===== src/sv/cpw_pkg.sv =====
//------------------------------------------------------------------------------
// cpw_pkg
// Shared constants, codes, types and helpers of the CIGAR pileup window.
//------------------------------------------------------------------------------
package cpw_pkg;

    // geometry
    localparam int WINDOW = 1024;  // reference positions in the ring, 32..65536
    localparam int DEPTH  = 64;    // entries per position list, 1..64

    localparam int WIN_W  = $clog2(WINDOW);
    localparam int CNT_W  = $clog2(DEPTH + 1);
    localparam int ST_AW  = $clog2(WINDOW * DEPTH);

    // field widths
    localparam int FUNC_W = 2;
    localparam int OP_W   = 4;
    localparam int LEN_W  = 28;
    localparam int CODE_W = 4;
    localparam int QUAL_W = 8;
    localparam int NT_W   = 3;
    localparam int OFS_W  = 32;
    localparam int ENT_W  = NT_W + QUAL_W;

    // item functions
    localparam logic [FUNC_W-1:0] FN_START = 2'd0;
    localparam logic [FUNC_W-1:0] FN_OP    = 2'd1;
    localparam logic [FUNC_W-1:0] FN_BASE  = 2'd2;
    localparam logic [FUNC_W-1:0] FN_MOVE  = 2'd3;

    // BAM cigar op codes
    localparam logic [OP_W-1:0] OP_M = 4'd0;
    localparam logic [OP_W-1:0] OP_I = 4'd1;
    localparam logic [OP_W-1:0] OP_D = 4'd2;
    localparam logic [OP_W-1:0] OP_N = 4'd3;
    localparam logic [OP_W-1:0] OP_S = 4'd4;

    // BAM base nibbles
    localparam logic [CODE_W-1:0] BASE_A = 4'd1;
    localparam logic [CODE_W-1:0] BASE_C = 4'd2;
    localparam logic [CODE_W-1:0] BASE_G = 4'd4;
    localparam logic [CODE_W-1:0] BASE_T = 4'd8;
    localparam logic [CODE_W-1:0] BASE_N = 4'd15;

    // result kinds
    localparam logic KIND_ACK   = 1'b0;
    localparam logic KIND_ENTRY = 1'b1;

    typedef enum logic [2:0] {
        ST_OK      = 3'd0,
        ST_SKIP    = 3'd1,
        ST_OUT_WIN = 3'd2,
        ST_FULL    = 3'd3,
        ST_BAD_OP  = 3'd4,
        ST_UNEXP   = 3'd5
    } t_status;

    typedef enum logic [2:0] {
        S_CLEAR,
        S_IDLE,
        S_CNT,
        S_DRAIN,
        S_ACK
    } t_state;

    typedef struct packed {
        logic              kind;
        t_status           status;
        logic [NT_W-1:0]   nucleotide;
        logic [QUAL_W-1:0] entry_quality;
        logic              last;
    } t_out_beat;

    function automatic logic [NT_W-1:0] nt_of(input logic [CODE_W-1:0] code);
        logic [NT_W-1:0] nt;
        case (code)
            BASE_A:  nt = 3'd1;
            BASE_C:  nt = 3'd2;
            BASE_G:  nt = 3'd3;
            BASE_T:  nt = 3'd4;
            default: nt = 3'd0;
        endcase
        return nt;
    endfunction

endpackage


===== src/sv/cpw_if.sv =====


interface cpw_out_if;
    logic                        valid;
    logic                        ready;
    logic                        kind;
    logic [2:0]                  status;
    logic [cpw_pkg::NT_W-1:0]    nucleotide;
    logic [cpw_pkg::QUAL_W-1:0]  entry_quality;
    logic                        last;

    modport source (
        output valid, kind, status, nucleotide, entry_quality, last,
        input  ready
    );
    modport sink (
        input  valid, kind, status, nucleotide, entry_quality, last,
        output ready
    );
endinterface


===== src/sv/cpw_out_buf.sv =====
//------------------------------------------------------------------------------
// cpw_out_buf
// Two-beat result buffer; decouples the sequencer from output back-pressure.
//------------------------------------------------------------------------------
module cpw_out_buf (
    input  logic               i_clk,
    input  logic               i_rst_n,
    input  logic               i_push,
    input  cpw_pkg::t_out_beat i_beat,
    output logic               o_full,
    cpw_out_if.source          o_out
);

    cpw_pkg::t_out_beat r_mem [2];
    logic               r_wp;
    logic               r_rp;
    logic [1:0]         r_cnt;
    logic               pop;
    cpw_pkg::t_out_beat head;

    assign pop  = o_out.valid && o_out.ready;
    assign head = r_mem[r_rp];

    always_ff @(posedge i_clk) begin
        if (!i_rst_n) begin
            r_wp  <= 1'b0;
            r_rp  <= 1'b0;
            r_cnt <= 2'd0;
        end else begin
            if (i_push) begin
                r_wp <= ~r_wp;
            end
            if (pop) begin
                r_rp <= ~r_rp;
            end
            r_cnt <= r_cnt + 2'(i_push) - 2'(pop);
        end
    end

    always_ff @(posedge i_clk) begin
        if (i_push) begin
            r_mem[r_wp] <= i_beat;
        end
    end

    assign o_full              = (r_cnt == 2'd2);
    assign o_out.valid         = (r_cnt != 2'd0);
    assign o_out.kind          = head.kind;
    assign o_out.status        = head.status;
    assign o_out.nucleotide    = head.nucleotide;
    assign o_out.entry_quality = head.entry_quality;
    assign o_out.last          = head.last;

endmodule


===== src/flat_wrapper.sv =====
// flat-port wrapper written by rule: the top's interface ports become plain ports
module cpw_out_buf_flat 
  (i_clk, i_rst_n, i_push, i_beat, o_full, o_out_valid, o_out_kind, o_out_status, o_out_nucleotide, o_out_entry_quality, o_out_last, o_out_ready);
  cpw_out_if o_out_i ();
  input  logic i_clk;
  input  logic i_rst_n;
  input  logic i_push;
  input  cpw_pkg::t_out_beat i_beat;
  output logic o_full;
  output wire logic [$bits(o_out_i.valid)-1:0] o_out_valid;
  output wire logic [$bits(o_out_i.kind)-1:0] o_out_kind;
  output wire logic [$bits(o_out_i.status)-1:0] o_out_status;
  output wire logic [$bits(o_out_i.nucleotide)-1:0] o_out_nucleotide;
  output wire logic [$bits(o_out_i.entry_quality)-1:0] o_out_entry_quality;
  output wire logic [$bits(o_out_i.last)-1:0] o_out_last;
  input wire logic [$bits(o_out_i.ready)-1:0] o_out_ready;
  assign o_out_valid = o_out_i.valid;
  assign o_out_kind = o_out_i.kind;
  assign o_out_status = o_out_i.status;
  assign o_out_nucleotide = o_out_i.nucleotide;
  assign o_out_entry_quality = o_out_i.entry_quality;
  assign o_out_last = o_out_i.last;
  assign o_out_i.ready = o_out_ready;
  cpw_out_buf u_core (.i_clk(i_clk), .i_rst_n(i_rst_n), .i_push(i_push), .i_beat(i_beat), .o_full(o_full), .o_out(o_out_i));
endmodule

===== config.mk =====
export PLATFORM = sky130hd
export DESIGN_NAME = cpw_out_buf_flat
export DESIGN_NICKNAME = d
export VERILOG_FILES = /design/src/sv/cpw_pkg.sv /design/src/sv/cpw_if.sv /design/src/sv/cpw_out_buf.sv /design/src/flat_wrapper.sv
export SDC_FILE = /design/constraint.sdc
export NUM_CORES = 1
export LEC_CHECK = 0
export ABC_AREA = 1
export BUFFER_PORTS_ARGS = -buffer_cell sky130_fd_sc_hd__buf_4
export CORE_ASPECT_RATIO = 0.75
export CORE_UTILIZATION = 55
export CTS_CLUSTER_DIAMETER = 50
export DETAILED_ROUTE_END_ITERATION = 8
export HOLD_SLACK_MARGIN = 0.05
export PLACE_DENSITY_LB_ADDON = 0.05
export SLEW_MARGIN = 10
export SYNTH_ARGS = -nofsm -noshare
export SYNTH_HDL_FRONTEND = slang
export SYNTH_SLANG_ARGS = --single-unit

===== constraint.sdc =====
create_clock -name i_clk -period 2.3 [get_ports i_clk]
set_input_delay 0.23 -clock i_clk [delete_from_list [all_inputs] [get_ports i_clk]]
set_output_delay 0.23 -clock i_clk [all_outputs]
set_load 0.05 [all_outputs]

==> impl_metrics.toml <==
[job]
cap_violations = 0

[critical_path]
critPathSlowestCell = "mux2_2"
setup.worst_path.end_class = "primary output"
path_delay_family = "buffers and inverters"
path_class = "flop to primary output"
critical-path-max-stage-delay_ns = 0.37
path_buf_inv = 2
required_ns = 2.07
crit_path_cell_trace = "buf_4 -> mux2_2 -> buf_4"
start_kind = "flop"
cp_common_cell = "buf_4"
cp_data_arrival_time_ns = 1.48
path_max_fanout = 16

[global_routing]
grt_pass1_vias = 743
antenna_found_initial = 0
grt_usage_pct = 18.2
grt_max_degree = 17
globalRoute.totalOverflow = 0
grt_pass1_wl_mm = 3.28

[final_layout]
antenna_cells = 0
fin_area_sq_mm = 0.00190
drive_above_1_share_pct = 43.3
fin_cells = 175
area_growth_pct = 31.4
finalNetCount = 162

[floorplan]
core_sq_mm = 0.00238
num_rows = 15
io_pins = 38
die_area_sq_mm = 0.00284
die_h_um = 46.4
start_util_pct = 60.7
die_w_um = 61.2

[power]
p_leak_nw = 0.800
vdd_drop_max_v = 0.000672
power_density_mw_per_mm2 = 976

[route]
ant_nets = 0
wire_per_inst_um = 13.2
top_layer = "met4"
post-route-drc-count = 0
vias_per_cell = 4.78
drtIter0Drc = 34
firstDrtPassIters = 3
wl_met1_um = 902
dr_wl_met2_mm = 1.21
met3WireLength_um = 168
vias = 837
routed_wl_mm = 2.31

[yosys]
synth_warnings = 0
synth.most_common_cell = "edfxtp_1"
synth_top_cell_area_share_pct = 66.4
synth-main-ff-cell = "edfxtp_1"
netlist_top_cells_area = "edfxtp_1, mux2_4, dfxtp_1"
synthTopCellsByCount = "edfxtp_1, mux2_4, nor2_1"
synth-seq-cells = 37
synth_edf_count = 32
yosysSeqAreaShare_pct = 73.3
syn_inst = 86
ys_types = 12
synth_top_cell_by_area = "edfxtp_1"
async_flop_share_pct = 0
postSynthAreaPerCell_sq_um = 16.8
syn_area_sq_mm = 0.00145
synth_nets = 108

[sta]
hold_violations = 0
skew_ns = 0.0141
fin_crit_ns = 1.71
worst_pin_slew_ns = 0.639
setup_viol = 0
fin_ws_ns = 0.585
rsz0062_at_grt = "no"
timing.max_slew.rel_slack_pct = 57.3
report.final.slew_viol_count = 0
fmax_ghz = 0.583
fin_setup_tns_ns = 0
finalCritPeriodShare_pct = 74.6

[placement]
io_buffers = 37
hpwlAfterDp_mm = 1.55
placed_cell_area_sq_mm = 0.00175
pre_cts_slack_ns = 0.924
gp_congestion = 0.702
placed_cells = 157

[cts]
h-tree-depth = 2
cts_tree = "done"
path_clk_slew_ns = 0.10
clk_path_buf_depth = 2
post_cts_resized = 0
cts_sinks = 37
clockRootBuffer = "clkbuf_4"
cts_made_buffers = 5
insertion_delay_ns = 0.34

[worst_hold_path]
hold_path_class = "primary input to flop"

[status]
run_status = "finished clean"
-- registers in the layout (all words and copies together) (netlist names), named ones only --
| name | count |
|---|---|
| u_core.r_cnt | 2 |
| u_core.r_mem | 32 |
| u_core.r_rp | 1 |
| u_core.r_wp | 1 |
-- metrics by stage --
stage,utilization (%),power (W),hold slack [ns]
after floorplan,-,0.00139,0.323
after global placement,73.5,0.00153,0.415
after detailed placement,73.5,0.00155,0.418
after CTS,75.6,0.00185,0.0599
after global routing,79.8,0.00196,0.0516
final,79.8,0.00186,0.0769
-- cells in the final DEF, fill, tap and decap left out, drive strengths merged --
cell          n
nor2         10
a21oi         1
clkbuf        7
dfxtp         5
buf          39
nand3         2
edfxtp       32
dlygate4sd3  10
mux2         16
inv           8
nand2         8
clkinv        1
ha            2
-- worst reg2reg max path: cells and delay by family, from the launching register on --
family                     cells  cell delay, ns
and+or+nand+nor                4            0.32
DFF                            1            0.37
buffers and inverters          1            0.06
adders and majority gates      2            0.40
AOI/OAI and AO/OA              1            0.15
-- area by class of cell --
| cell class | instances | area [sq um] |
|---|---|---|
| sequential | 37 | 1060 |
| fill | 144 | 482 |
| timing repair buffer | 49 | 393 |
| multi-input combinational | 39 | 325 |
| clock buffer | 7 | 45.0 |
| tap | 34 | 42.5 |
| inverter | 8 | 30.0 |
| clock inverter | 1 | 5.00 |
-- kinds of logic (layout without fill, tap and decap cells) --
logic type	after synthesis	in the layout	share of synthesized area, %
AOI/OAI and AO/OA	1	1	0.345
adders and majority gates	2	2	1.73
buffers and inverters	10	65	4.24
DFF	37	37	73.3
muxes	16	16	15.0
and+or+nand+nor	20	20	5.36
-- power by group --
part           internal [W]  total, W  switching [W]
Combinational      0.000269  0.000725       0.000456
Clock              0.000119  0.000316       0.000197
Sequential         0.000791  0.000815      0.0000241
Total               0.00118   0.00186       0.000677
-- final timing paths --
check,end,cells past startpoint,slack (ns),from
worst max register to register,u_core.r_cnt[1],8,0.92,u_core.r_cnt[0]
worst min-delay path,u_core.r_mem[1][6],1,0.08,i_beat[6]
worst min register to register,u_core.r_wp,2,0.50,u_core.r_wp
worst max-delay path,o_out_entry_quality[2],3,0.59,flop
-- layer usage --
layer / global-route usage, % / up-vias
li1: - / 414
met4: 8.64 / 0
met2: 28.5 / 27
met1: 20.0 / 392
met3: 10.4 / 4
met5: 0 / -
-- repair_timing --
item / in CTS / in global routing
setup buffers: 0 / 0
hold buffers: 0 / 10
endpoints found under the hold margin: 0 / 20
Power figures use the tool's default switching activity.
